==> src/sv/mtvb_pkg.sv <==
package mtvb_pkg;

    // item kinds carried on s_tuser
    typedef enum logic [1:0] {
        CMD_LOAD   = 2'd0,
        CMD_BASE   = 2'd1,
        CMD_TARGET = 2'd2,
        CMD_END    = 2'd3
    } cmd_t;

    // per-lane operation
    typedef enum logic [1:0] {
        LANE_NOP  = 2'd0,
        LANE_BASE = 2'd1,
        LANE_ADD  = 2'd2
    } lane_op_t;

    typedef struct packed {
        logic     adv;
        lane_op_t op;
    } lane_ctrl_t;

    localparam int unsigned NUM_LANES  = 8;
    localparam int unsigned COMP_W     = 32;
    localparam int unsigned WEIGHT_W   = 16;
    localparam int unsigned SLOT_W     = 16;
    localparam int unsigned FRAC_SHIFT = 12;
    localparam int unsigned S_TDATA_W  = 288;
    localparam int unsigned M_TDATA_W  = 272;

    localparam logic signed [WEIGHT_W-1:0] GAIN_RESET = 16'sd4096;

endpackage

==> src/sv/mtvb_lane.sv <==
module mtvb_lane (
    input  logic                                  aclk,
    input  logic                                  aresetn,
    input  mtvb_pkg::lane_ctrl_t                  ctrl,
    input  logic signed [mtvb_pkg::WEIGHT_W-1:0]  weight,
    input  logic signed [mtvb_pkg::COMP_W-1:0]    operand,
    output logic signed [mtvb_pkg::COMP_W-1:0]    acc
);

    mtvb_pkg::lane_op_t        op2_reg;
    logic signed [47:0]        data2_reg;
    logic signed [47:0]        data2_next;
    logic signed [35:0]        shifted;
    logic signed [36:0]        sum;
    logic signed [31:0]        acc_reg;
    logic signed [31:0]        acc_next;

    // product for a target, sign-extended base component otherwise
    always_comb begin
        if (ctrl.op == mtvb_pkg::LANE_ADD) begin
            data2_next = operand * weight;
        end else begin
            data2_next = 48'(operand);
        end
    end

    always_comb begin
        shifted = data2_reg[47:12];
        sum     = 37'(acc_reg) + 37'(shifted);
        acc_next = acc_reg;
        case (op2_reg)
            mtvb_pkg::LANE_BASE: begin
                acc_next = data2_reg[31:0];
            end
            mtvb_pkg::LANE_ADD: begin
                if (sum[36:31] == 6'b000000 || sum[36:31] == 6'b111111) begin
                    acc_next = sum[31:0];
                end else if (sum[36]) begin
                    acc_next = 32'sh8000_0000;
                end else begin
                    acc_next = 32'sh7fff_ffff;
                end
            end
            default: begin
                acc_next = acc_reg;
            end
        endcase
    end

    always_ff @(posedge aclk) begin
        if (ctrl.adv) begin
            data2_reg <= data2_next;
        end
    end

    always_ff @(posedge aclk) begin
        if (!aresetn) begin
            op2_reg <= mtvb_pkg::LANE_NOP;
            acc_reg <= '0;
        end else if (ctrl.adv) begin
            op2_reg <= ctrl.op;
            acc_reg <= acc_next;
        end
    end

    assign acc = acc_reg;

endmodule

==> config.mk <==
export PLATFORM = sky130hd
export DESIGN_NAME = mtvb_lane
export DESIGN_NICKNAME = d
export VERILOG_FILES = /design/src/sv/mtvb_pkg.sv /design/src/sv/mtvb_lane.sv
export SDC_FILE = /design/constraint.sdc
export NUM_CORES = 2
export LEC_CHECK = 0
export BUFFER_PORTS_ARGS = -buffer_cell sky130_fd_sc_hd__clkbuf_2
export CAP_MARGIN = 40
export CORE_MARGIN = 5
export CORE_UTILIZATION = 65
export DETAILED_ROUTE_END_ITERATION = 10
export PLACE_DENSITY = 0.83
export SYNTH_ARGS = -nofsm -noshare
export SYNTH_HDL_FRONTEND = slang
export SYNTH_SLANG_ARGS = --single-unit
==> constraint.sdc <==
create_clock -name aclk -period 10.84 [get_ports aclk]
set_input_delay 0.542 -clock aclk [delete_from_list [all_inputs] [get_ports aclk]]
set_output_delay 0.542 -clock aclk [all_outputs]
set_load 0.01 [all_outputs]
# After elaboration in Yosys (flattened, before gate mapping)
# Index checks and enable logic that the tools add are counted.
dict set report op_classes {
  mul 1
  n_addsub 1
  mux 4
  n_reduce_logical 4
  eq_ne 4
}
# operator count
set op_table {}
lappend op_table {{$mux W32} 2}
lappend op_table {{$pmux W32 S2} 1}
lappend op_table {{$mul A32 B16 Y48} 1}
lappend op_table {{$mux W48} 1}
lappend op_table {{$add A32 B36 Y37} 1}
lappend op_table {{$eq A6 B6 Y1 const B} 1}
lappend op_table {{$logic_not A6 Y1} 1}
lappend op_table {{$eq A2 B2 Y1 const B} 2}
lappend op_table {{$eq A2 B1 Y1 const B} 1}
lappend op_table {{$reduce_and A2 Y1} 1}
lappend op_table {{$reduce_bool A2 Y1} 1}
lappend op_table {{$logic_or A1 B1 Y1} 1}
dict set report word_totals {
  register_bits 82
  elab_cells 17
  output_inout_bits 32
  in_bits 53
}

# Logic depth before layout (Yosys ltp)
dict set report depth {
  word_depth 5
  ltp_mapped 27
  ltp_nobuf 25
}

# Worst setup path before layout
# Ideal clock, no wire load.
dict set report synth_timing {
  path_kind {input to register}
  start {in operand[7] (netlist name)}
  end {reg data2_reg[27] (data pin)}
  n_path_buf 2
  required_time_ps 10573
  stages 25
  arrival_ps 6272
  slack_ps 4301
  setup_ps 267
  cell_sequence {clkbuf_1 -> nand2_1 -> fa_1 -> inv_1 -> fa_1 -> inv_1 -> fa_1 -> inv_1 -> fa_1 -> fa_1 -> inv_1 -> fa_1 -> inv_1 -> ha_1 -> clkbuf_1 -> a2111oi_0 -> o21ai_0 -> a22oi_1 -> o21ai_1 -> a221o_1 -> a21oi_1 -> nor2_1 -> nor2_1 -> xor2_1 -> o21ai_0}
}
dict set report synth_via {
  elab_chain_cells 2
}
# item line_no
set synth_rtl {}
lappend synth_rtl {{start: declaration} mtvb_lane.sv:6} ;# input logic signed [mtvb_pkg::COMP_W-1:0] operand,
lappend synth_rtl {{$mul A32 B16 Y48} mtvb_lane.sv:21} ;# data2_next = operand * weight;
lappend synth_rtl {{$mux W48} mtvb_lane.sv:20} ;# if (ctrl.op == mtvb_pkg::LANE_ADD) begin
lappend synth_rtl {{via data2_next[27]} mtvb_lane.sv:12} ;# logic signed [47:0] data2_next;
lappend synth_rtl {{end signal: assignment} mtvb_lane.sv:52} ;# data2_reg <= data2_next;
lappend synth_rtl {{end: declaration} mtvb_lane.sv:11} ;# logic signed [47:0] data2_reg;
# The timed path passes the listed nets, and every way through them passes these cells.
# A chain may end at the register's enable or synchronous reset.

# Worst setup path in the final report
dict set report layout_timing {
  start {in weight[7] (netlist name)}
  end {reg data2_reg[27] (data pin)}
}
dict set report layout_via {
  elab_chain_cells 2
}
# item line_no
set layout_rtl {}
lappend layout_rtl {{start: declaration} mtvb_lane.sv:5} ;# input logic signed [mtvb_pkg::WEIGHT_W-1:0] weight,
lappend layout_rtl {{$mul A32 B16 Y48} mtvb_lane.sv:21}
lappend layout_rtl {{$mux W48} mtvb_lane.sv:20}
lappend layout_rtl {{via data2_next[27]} mtvb_lane.sv:12}
# The timed path passes the listed nets, and every way through them passes these cells.

==> reports/metrics.csv <==
metric,value,unit
Multi-input gate area,18760,sq um
cts bufs inserted,9,
"Min Clock Period, post-route",7.378,ns
mapped cell area,23540,sq um
Post-synth EDFFs,48,
global-route usage over all layers,31.46,%
pin count of the biggest net entering global routing,71,
mux share of post-synthesis cell area,0.2233,%
fraction of layout cells with a size suffix above 1,5.312,%
first-pass GRT wire length,103.1,mm
CTS H-Tree Depth,3,
Sequential cell area,2122,sq um
ordered list of cells on the worst path,clkbuf_2 > nand2_1 > fa_1 > inv_1 > fa_1 > inv_1 > fa_1 > inv_1 > fa_1 > fa_1 > inv_1 > fa_1 > inv_1 > ha_1 > a2111oi_0 > o21ai_0 > a22oi_1 > o21ai_1 > a221o_1 > a21oi_1 > nor2_1 > nor2_1 > xor2_1 > o21ai_0,
vias,18620,
CP arrival,7.44,ns
critical path data required time,10.90,ns
max FFs per register,48,
Placed Area,24100,sq um
fraction of registers with async set/reset,0,%
met3 wire length,5.844,mm
routability cong.,0.9983,
die span in x,200.3,microns
Post-Synth XOR/XNOR Area,2.791,%
"Design Area, Final",24380,sq um
Core Rows,69,
cts hold-fix bufs,0,
Root Driver,clkbuf_16,
antenna violations before repair,2,
Mapped Avg Cell Area,8.743,sq um
CP max FO,32,
DRC Markers,0,
largest family of logic cells by synthesized area,adder cells,
number of global-route vias before repair,20370,
Die Area,40120,sq um
relative slew slack,32.64,%
DRT iter0 DRCs,1615,
final WL,61.78,mm
"commonest non-fill, non-tap cell in the layout",inv_1,
Overflow after GRT,0,
MaxCap Viol Count,0,
complex-gate fraction of the synthesized area,10.66,%
routed wire length on met2,30.08,mm
"delay-heaviest family, CP",adder cells,
Synth Area in Simple Gates,16.58,%
first-pass detailed-route iteration total,5,
CP dominant cell by count,fa_1,
Post-CTS Setup Inserts,0,
Layout area overhead,3.578,%
status,completed,
max incr delay on CP,0.74,ns
DR WL/cell,19.71,microns
Min-Delay Path Class,register to register,
Vias per Instance,5.940,
port bufs,84,
Worst path slowest cell,clkbuf_2,
most frequent cells in the layout,"inv_1, fa_1, nand2_1",
"Reg clk slew, reported paths",0.06,ns
setup violators final,0,
Starting Density,66.01,%
Ys Warns,0,
later-pin clock latency in the skew report,0.34,ns
Critical Path Source Type,primary input,
Synth Register Bits,82,
setup_tns,0,ns
top routing layer used,met5,
syn nets,3383,
NumNets Final,3359,
clk buf depth,2,
fin crit share,68.06,%
Post-Route M1 WL,23.26,mm
WS Path Type,primary input to register,
adder-cell area share of the yosys netlist,49.45,%
Yosys cell types,73,
Syn Inst Count,2692,
CORE AREA,35660,sq um
Final Hold Fails,0,
"Top FF cell, synth",edfxtp_1,
fmax,135.5,MHz
RSZ-0062 raised after global routing,false,
Slew @ Worst Pin,1.010,ns
post-route ant nets,0,
DP HPWL,49.01,mm
Filler cells,2829,
Placed Cells,3118,
Layout Cells excl Fill,3135,
Clock Skew,0.007575,ns
CTS-repair resized insts,0,
Die Y,200.3,microns
CTS Sinks,82,
WP buf/inv,6,
TritonCTS clock tree,done,
CP Capture Type,register,
Slew Limit Fails,0,
# IOs,85,
post-synthesis sequential area ratio,9.016,%
worst reg2reg max path, delay by kind of cell, from the launching register on:
family                     cells  cell delay [ns]
adders and majority gates      2             0.67
and+or+nand+nor                5             1.61
DFF                            1             0.42
buffers and inverters          2             0.31
AOI/OAI and AO/OA              5             1.22
through the flow:
stage | setup WS, ns | hold WS, ns | util [%]
floorplan | 4.301 | 0.4826 | -
global placement | 3.513 | 0.4865 | 67.47
detailed placement | 3.361 | 0.5009 | 67.58
CTS | 3.698 | 0.5097 | 68.37
global route | 3.158 | 0.5325 | 68.37
finish | 3.462 | 0.5049 | 68.37
cell usage after synthesis, drive strengths merged, types with 10 or more instances:
| master | instances | area, sq um |
|---|---|---|
| clkbuf | 111 | 416.7 |
| nor3 | 10 | 50.05 |
| a22oi | 24 | 235.2 |
| edfxtp | 48 | 1441 |
| xnor2 | 51 | 446.7 |
| o21a | 16 | 120.1 |
| o211ai | 38 | 285.3 |
| nand2 | 403 | 1513 |
| fa | 487 | 9749 |
| dfxtp | 34 | 680.7 |
| and2 | 206 | 1291 |
| xor2 | 24 | 210.2 |
| nor2b | 14 | 95.09 |
| ha | 151 | 1889 |
| buf | 18 | 113.9 |
| nor2 | 118 | 447.9 |
| a21oi | 86 | 434.2 |
| o31ai | 11 | 87.58 |
| inv | 566 | 2125 |
| o21bai | 13 | 97.59 |
| nand2b | 15 | 93.84 |
| o21ai | 88 | 444.2 |
| a211oi | 12 | 90.09 |
| nand4 | 16 | 106.4 |
| a21o | 41 | 307.8 |
| nand3 | 18 | 90.09 |
worst paths after layout:
check / start / endpoint / slack (ns) / depth (start not counted)
worst max-delay path: weight[7] / data2_reg[27] / 3.46 / 24
worst min-delay path: acc[0] / acc[0] / 0.50 / 2
worst max register to register: data2_reg[12] / acc[1] / 6.52 / 14
worst min register to register: acc[0] / acc[0] / 0.50 / 2
layer usage:
layer | global-route usage (%) | up-vias
li1 | - | 8213
met1 | 40.23 | 9308
met2 | 53.35 | 905
met3 | 6.436 | 195
met4 | 11.97 | 2
met5 | 0 | -
cell type report:
class                           instances  share of cell area, %
Sequential cell                        82                  8.705
Tap cell                              461                  2.366
Inverter                              566                  8.715
Timing Repair Buffer                   94                  2.094
Multi-Input combinational cell       1915                  76.96
Antenna cell                            1                0.01026
Clock inverter                          6                 0.2104
Clock buffer                           10                 0.9392
logic make-up (layout without fill, tap and decap cells):
logic type               after synthesis  count (layout)
AND/OR/NAND/NOR                      824             824
AO/OA/AOI/OAI                        373             373
multiplexers                           5               5
other                                  0               1
buffers and inverters                695             676
XOR/XNOR                              75              75
flip-flops                            82              82
adder cells (fa/ha/maj)              638             638
Power is not shown: default switching activity piles up to over one toggle a cycle in this logic, so the estimate is an artifact.
