File: src/sv/mtvb_pkg.sv
package mtvb_pkg;

    // item kinds carried on s_tuser
    typedef enum logic [1:0] {
        CMD_LOAD   = 2'd0,
        CMD_BASE   = 2'd1,
        CMD_TARGET = 2'd2,
        CMD_END    = 2'd3
    } cmd_t;

    // per-lane operation
    typedef enum logic [1:0] {
        LANE_NOP  = 2'd0,
        LANE_BASE = 2'd1,
        LANE_ADD  = 2'd2
    } lane_op_t;

    typedef struct packed {
        logic     adv;
        lane_op_t op;
    } lane_ctrl_t;

    localparam int unsigned NUM_LANES  = 8;
    localparam int unsigned COMP_W     = 32;
    localparam int unsigned WEIGHT_W   = 16;
    localparam int unsigned SLOT_W     = 16;
    localparam int unsigned FRAC_SHIFT = 12;
    localparam int unsigned S_TDATA_W  = 288;
    localparam int unsigned M_TDATA_W  = 272;

    localparam logic signed [WEIGHT_W-1:0] GAIN_RESET = 16'sd4096;

endpackage

File: src/sv/mtvb_wgt_table.sv
module mtvb_wgt_table #(
    parameter int MAX_TARGETS = 64,
    localparam int IDX_W = (MAX_TARGETS > 1) ? $clog2(MAX_TARGETS) : 1
) (
    input  logic                                    aclk,
    input  logic                                    rd_en,
    input  logic [IDX_W-1:0]                        rd_addr,
    input  logic                                    wr_en,
    input  logic [IDX_W-1:0]                        wr_addr,
    input  logic signed [mtvb_pkg::WEIGHT_W-1:0]    raw_weight,
    input  logic signed [mtvb_pkg::WEIGHT_W-1:0]    gain,
    output logic signed [mtvb_pkg::WEIGHT_W-1:0]    rd_weight
);

    logic signed [mtvb_pkg::WEIGHT_W-1:0] mem [MAX_TARGETS];

    logic signed [31:0]                   scaled_full;
    logic signed [19:0]                   scaled_shr;
    logic signed [mtvb_pkg::WEIGHT_W-1:0] wr_data;

    logic signed [mtvb_pkg::WEIGHT_W-1:0] rd_data_reg;
    logic signed [mtvb_pkg::WEIGHT_W-1:0] fwd_data_reg;
    logic                                 fwd_reg;

    // weight times gain, floor shift, clamp to 16 bits
    always_comb begin
        scaled_full = raw_weight * gain;
        scaled_shr  = scaled_full[31:12];
        if (scaled_shr[19:15] == 5'b00000 || scaled_shr[19:15] == 5'b11111) begin
            wr_data = scaled_shr[15:0];
        end else if (scaled_shr[19]) begin
            wr_data = 16'sh8000;
        end else begin
            wr_data = 16'sh7fff;
        end
    end

    always_ff @(posedge aclk) begin
        if (wr_en) begin
            mem[wr_addr] <= wr_data;
        end
    end

    // read with write-to-read bypass for a load just ahead of the target
    always_ff @(posedge aclk) begin
        if (rd_en) begin
            rd_data_reg  <= mem[rd_addr];
            fwd_reg      <= wr_en && (wr_addr == rd_addr);
            fwd_data_reg <= wr_data;
        end
    end

    assign rd_weight = fwd_reg ? fwd_data_reg : rd_data_reg;

endmodule

File: config.mk
export PLATFORM = sky130hd
export DESIGN_NAME = mtvb_wgt_table
export DESIGN_NICKNAME = d
export VERILOG_FILES = /design/src/sv/mtvb_pkg.sv /design/src/sv/mtvb_wgt_table.sv
export SDC_FILE = /design/constraint.sdc
export NUM_CORES = 2
export LEC_CHECK = 0
export ABC_AREA = 1
export BUFFER_PORTS_ARGS = -buffer_cell sky130_fd_sc_hd__buf_2
export CORE_MARGIN = 2
export CORE_UTILIZATION = 46
export DETAILED_ROUTE_END_ITERATION = 8
export GPL_ROUTABILITY_DRIVEN = 0
export SLEW_MARGIN = 30
export SYNTH_ARGS = -nofsm -noshare
export SYNTH_HDL_FRONTEND = slang
export SYNTH_SLANG_ARGS = --single-unit
File: constraint.sdc
create_clock -name aclk -period 12.03 [get_ports aclk]
set_input_delay 2.406 -clock aclk [delete_from_list [all_inputs] [get_ports aclk]]
set_output_delay 2.406 -clock aclk [all_outputs]
set_load 0.03 [all_outputs]
=== Yosys cells after proc, flatten, opt, wreduce, memory -nomap -nowiden ===
Memories as Yosys holds them, arrays and structs flattened. A register that Yosys moved wholly into a read port is not among the register bits.
Cells that the tools add are included.

* Bits in registers: 17
* RAM bits: 1,024
* Bits of input ports: 47
* Output and inout port bits: 16
* Word-level logic and storage cells: 14
* Memories kept: 1

* $mul: 1
* Equal/unequal tests: 2
* Multiplexer cells: 5
* Reduce and logical (&&, ||, !) cells: 3

{| class="wikitable"
|+ Memories
! name !! words !! width !! read ports !! clocked after Yosys merged registers in !! wr ports !! RTL line !! RTL
|-
| mem || 64 || 16 || 1 || 1 || 1 || mtvb_wgt_table.sv:15 || <nowiki>logic signed [mtvb_pkg::WEIGHT_W-1:0] mem [MAX_TARGETS];</nowiki>
|}

{| class="wikitable"
|+ Operators with widths
! kind !! number
|-
| 16-bit two-way mux || 3
|-
| 16-bit by 16-bit multiplier with 32-bit output || 1
|-
| 6-bit equality test || 1
|-
| 5-bit equality test, second input constant || 1
|-
| 5-bit zero test || 1
|-
| 1-bit two-way mux || 2
|-
| 1-bit logical AND || 1
|-
| 1-bit logical OR || 1
|}

=== Logic depth before layout (Yosys ltp) ===
* Depth in word-level cells: 4
* Gate-level depth with buffers: 32

=== Worst setup path before layout ===
OpenSTA, ideal clock, no wires.

* Path kind: input to register
* Start point: input gain[5] (netlist name)
* End point: register fwd_data_reg[11] (netlist name), data pin
* Setup time: 0.358 ns
* Arrival: 9.399 ns
* Setup slack: 2.273 ns
* Stages on the path: 26
* Cell sequence: clkbuf_1 -> clkbuf_1 -> nand2_1 -> fa_1 -> fa_1 -> inv_1 -> fa_1 -> inv_1 -> fa_1 -> fa_1 -> fa_1 -> inv_1 -> ha_1 -> inv_1 -> nor3_1 -> nand2_1 -> nor2_1 -> nand2_2 -> nand2_1 -> nand2_1 -> nand2_1 -> nand3_2 -> nand2_4 -> buf_6 -> nand2_1 -> nand2_1

* Word-level cells in the longest chain between the ends: 4
* Elaborated cells between the ends (all ways): 6
* Those cells by class: mul: 1; eq/ne: 1; mux: 2; reduce/logical: 2

{| class="wikitable"
|+ Ends and longest elaborated chain
! item !! RTL line !! RTL
|-
| start: declaration || mtvb_wgt_table.sv:11 || <nowiki>input logic signed [mtvb_pkg::WEIGHT_W-1:0] gain,</nowiki>
|-
| 16-bit by 16-bit multiplier with 32-bit output (*) || mtvb_wgt_table.sv:27 || <nowiki>scaled_full = raw_weight * gain;</nowiki>
|-
| 5-bit equality test / 5-bit zero test (equally long branches) || mtvb_wgt_table.sv:29 || <nowiki>if (scaled_shr[19:15] == 5'b00000 || scaled_shr[19:15] == 5'b11111) begin</nowiki>
|-
| 1-bit logical OR || mtvb_wgt_table.sv:29 ||
|-
| 16-bit two-way mux (*) || mtvb_wgt_table.sv:29 ||
|-
| named net wr_data (one bit) || mtvb_wgt_table.sv:19 || <nowiki>logic signed [mtvb_pkg::WEIGHT_W-1:0] wr_data;</nowiki>
|-
| end signal: assignment || mtvb_wgt_table.sv:49 || <nowiki>fwd_data_reg <= wr_data;</nowiki>
|-
| end: declaration || mtvb_wgt_table.sv:22 || <nowiki>logic signed [mtvb_pkg::WEIGHT_W-1:0] fwd_data_reg;</nowiki>
|}

The timed path passes the listed nets; every way through them passes the cells marked *.
A chain may end at the register's enable or synchronous reset.

=== Worst setup path after layout ===
* Start point: input raw_weight[15] (netlist name)
* End point: memory mem[37][4] (netlist name), data pin

* Word-level cells in the longest chain between the ends: 4
* Elaborated cells between the ends (all ways): 6
* Those cells by class: mul: 1; eq/ne: 1; mux: 2; reduce/logical: 2

{| class="wikitable"
|+ Ends and longest elaborated chain
! item !! RTL line !! RTL
|-
| start: declaration || mtvb_wgt_table.sv:10 || <nowiki>input logic signed [mtvb_pkg::WEIGHT_W-1:0] raw_weight,</nowiki>
|-
| 16-bit by 16-bit multiplier with 32-bit output (*) || mtvb_wgt_table.sv:27 ||
|-
| 5-bit equality test / 5-bit zero test (equally long branches) || mtvb_wgt_table.sv:29 ||
|-
| 1-bit logical OR || mtvb_wgt_table.sv:29 ||
|-
| 16-bit two-way mux (*) || mtvb_wgt_table.sv:29 ||
|-
| named net wr_data (one bit) || mtvb_wgt_table.sv:19 ||
|-
| end: declaration || mtvb_wgt_table.sv:15 ||
|}

Marked as above.

==> results.txt <==
Die width: 340.1 microns
Worst Slack Setup Final: 2.551 ns
Top post-synthesis cells by count: edfxtp_1, nor2_1, o21ai_0, inv_1, nand2_1
First drt pass iteration count: 5
WP data required: 12.39 ns
Crit path capture: mem[37][4]
Routed wire length: 145.9 mm
Slew Limit Fails: 0
Max FFs per register: 1024
Startpoint type of the worst setup path: input pin
Worst R2R Start: mem[41][4]
Number of gates resized after CTS: 0
First-pass GRT wire length: 217.8 mm
Fin crit period: 9.479 ns
Crit path from: raw_weight[15]
CTS tree: built
Num ports: 63
Top-count cell post-synth: edfxtp_1
GRT Total Usage: 25.22%
Yosys warns: 0
Grt total ovfl: 0
Critical path capture point type: flop
CP max FO: 34
Routed WL per cell: 24.07 microns
# setup viols final: 0
Sequential share of the synthesized area: 61.10%
Status: completed
Share of layout cells above drive strength 1: 8.246%
Setup TNS: 0 ns
Async SR Flop Fraction: 0%
Clock buffer depth: 3
Slew headroom: 35.47%
Post-synth EDFFs: 1057
Vias in the first global route: 33940
Max-cap violations: 0
Synth Register Bits: 1057
Initial core utilization: 46.31%
Skew-Pair Late Insertion Delay: 0.68 ns
Number of cell rows: 123
Post-Syn Area: 0.05195 sq mm
Initial antenna violation count: 2
Die Outline Area: 0.1156 sq mm
Largest net degree at the start of global routing: 171
R2r endpoint: rd_data_reg[4]
CTS Root Cell: clkbuf_16
Remaining DRCs: 0
Worst slack, placed: 1.940 ns
RSZ-0062 raised after global routing: no
Fillers: 9677
Dpl hpwl: 83.64 mm
Syn_area_per_cell: 11.58 sq um
Worst Max-Slew Pin Slew: 0.9530 ns
Net count, final: 4866
CP arrival: 9.84 ns
Die Y: 340.1 microns
Routed Antenna Nets: 0
FF+latch area: 0.03174 sq mm
IO buf count: 62
Setup Crit Path Kind: input pin to flop
Synth-to-layout area growth: 9.985%
Post-CTS setup buffer count: 0
Dpl cells: 5876
Initial DRC Count: 4164
Final Cycle Share: 78.80%
CTS buffer count: 101
TritonCTS Sinks: 1057
Mapped Cells: 4488
Top cell type's share of synthesized area: 61.10%
Fin Hold WS: 0.9182 ns
Clk slew on worst S/H paths: 0.06 ns
Area of the multi-input gates: 0.01748 sq mm
Vias after detailed routing: 34960
Cts-stage hold buffer count: 0
Final Hold Viols: 0
Synth cell types: 41
R2r worst-path depth: 6
H-tree levels: 3
R2R Setup Slk: 9.76 ns
Peak Freq: 105.5 MHz
Leading area contributor after synthesis: edfxtp_1
Vias/cell: 5.768
Top cells by area, synth: edfxtp_1, fa_1, o21ai_0
Non-filler cells, final: 6061
Tightest Hold Check Type: flop to flop
Post-synth top flop: edfxtp_1
Syn nets: 4875
Setup Skew: 0.02113 ns
CORE AREA: 0.1122 sq mm
[placed cells by master (no fill, tap or decap), drive strengths merged, types with 34 or more instances in the layout]
master and instances:
o22ai 272, a21oi 34, nand2 445, clkinv 53, inv 460, fa 261
ha 79, nand3 46, buf 169, clkbuf 124, o221ai 38, nor2 752
edfxtp 1057, o21ai 640
[per-stage QoR]
stage | cell area, sq um | util (%)
6_report | 57140 | 50.93
5_1_grt | 57140 | 50.93
4_1_cts | 57140 | 50.93
3_5_place_dp | 54010 | 48.14
3_3_place_gp | 53970 | 48.10
2_1_floorplan | 51950 | -
[layout make-up]
cell class	instances	area share [%]
Antenna cell	1	0.004380
Clock buffer	123	4.568
Inverter	461	3.059
Multi-Input combinational cell	2688	30.59
Sequential cell	1057	55.55
Tap cell	1500	3.285
Clock inverter	61	0.8978
Timing Repair Buffer	170	2.050
[kinds of logic after synthesis]
family,Yosys count,share of synthesized area [%]
mux,16,0.3468
compound gates,1025,11.03
xor+xnor,23,0.3877
simple gates,1284,9.648
buf+inv,743,5.527
fa+ha+maj,340,11.96
flops,1057,61.10
[routing by layer]
layer | routed length [microns] | global-route usage, %
met1 | 61250 | 36.02
met2 | 67250 | 39.84
met3 | 13070 | 4.066
met4 | 4305 | 7.872
met5 | 26 | 0
[critical path, stage by stage]
cell	delay, ns
buf_2	0.21
nand2_1	0.14
inv_1	0.10
fa_1	0.76
inv_1	0.12
fa_1	0.54
inv_1	0.19
fa_1	0.66
inv_1	0.11
fa_1	0.49
inv_1	0.05
fa_1	0.49
fa_1	0.42
ha_1	0.38
nand2_1	0.10
nor2_1	0.17
nand2_1	0.10
nor3_1	0.22
nand2_2	0.11
nand3_1	0.08
nand2_1	0.05
nor2_1	0.14
nand3_2	0.13
nand2_2	0.52
nand2_2	0.64
buf_4	0.47
[worst min-delay path by stage]
stage                     startpoint              to  slack, ns  cells past startpoint
after floorplan           mem[24][0]  rd_data_reg[0]       0.79                      6
final                      mem[8][0]  rd_data_reg[0]       0.92                      6
after global placement    mem[24][0]  rd_data_reg[0]       0.89                      6
after CTS                 mem[24][0]  rd_data_reg[0]       0.91                      6
after detailed placement  mem[24][0]  rd_data_reg[0]       0.89                      6
after global routing      mem[24][0]  rd_data_reg[0]       0.97                      6
Power is left out: the tool's default activity adds up to more than one toggle a clock period on the data nets, which glitch-free logic cannot reach.
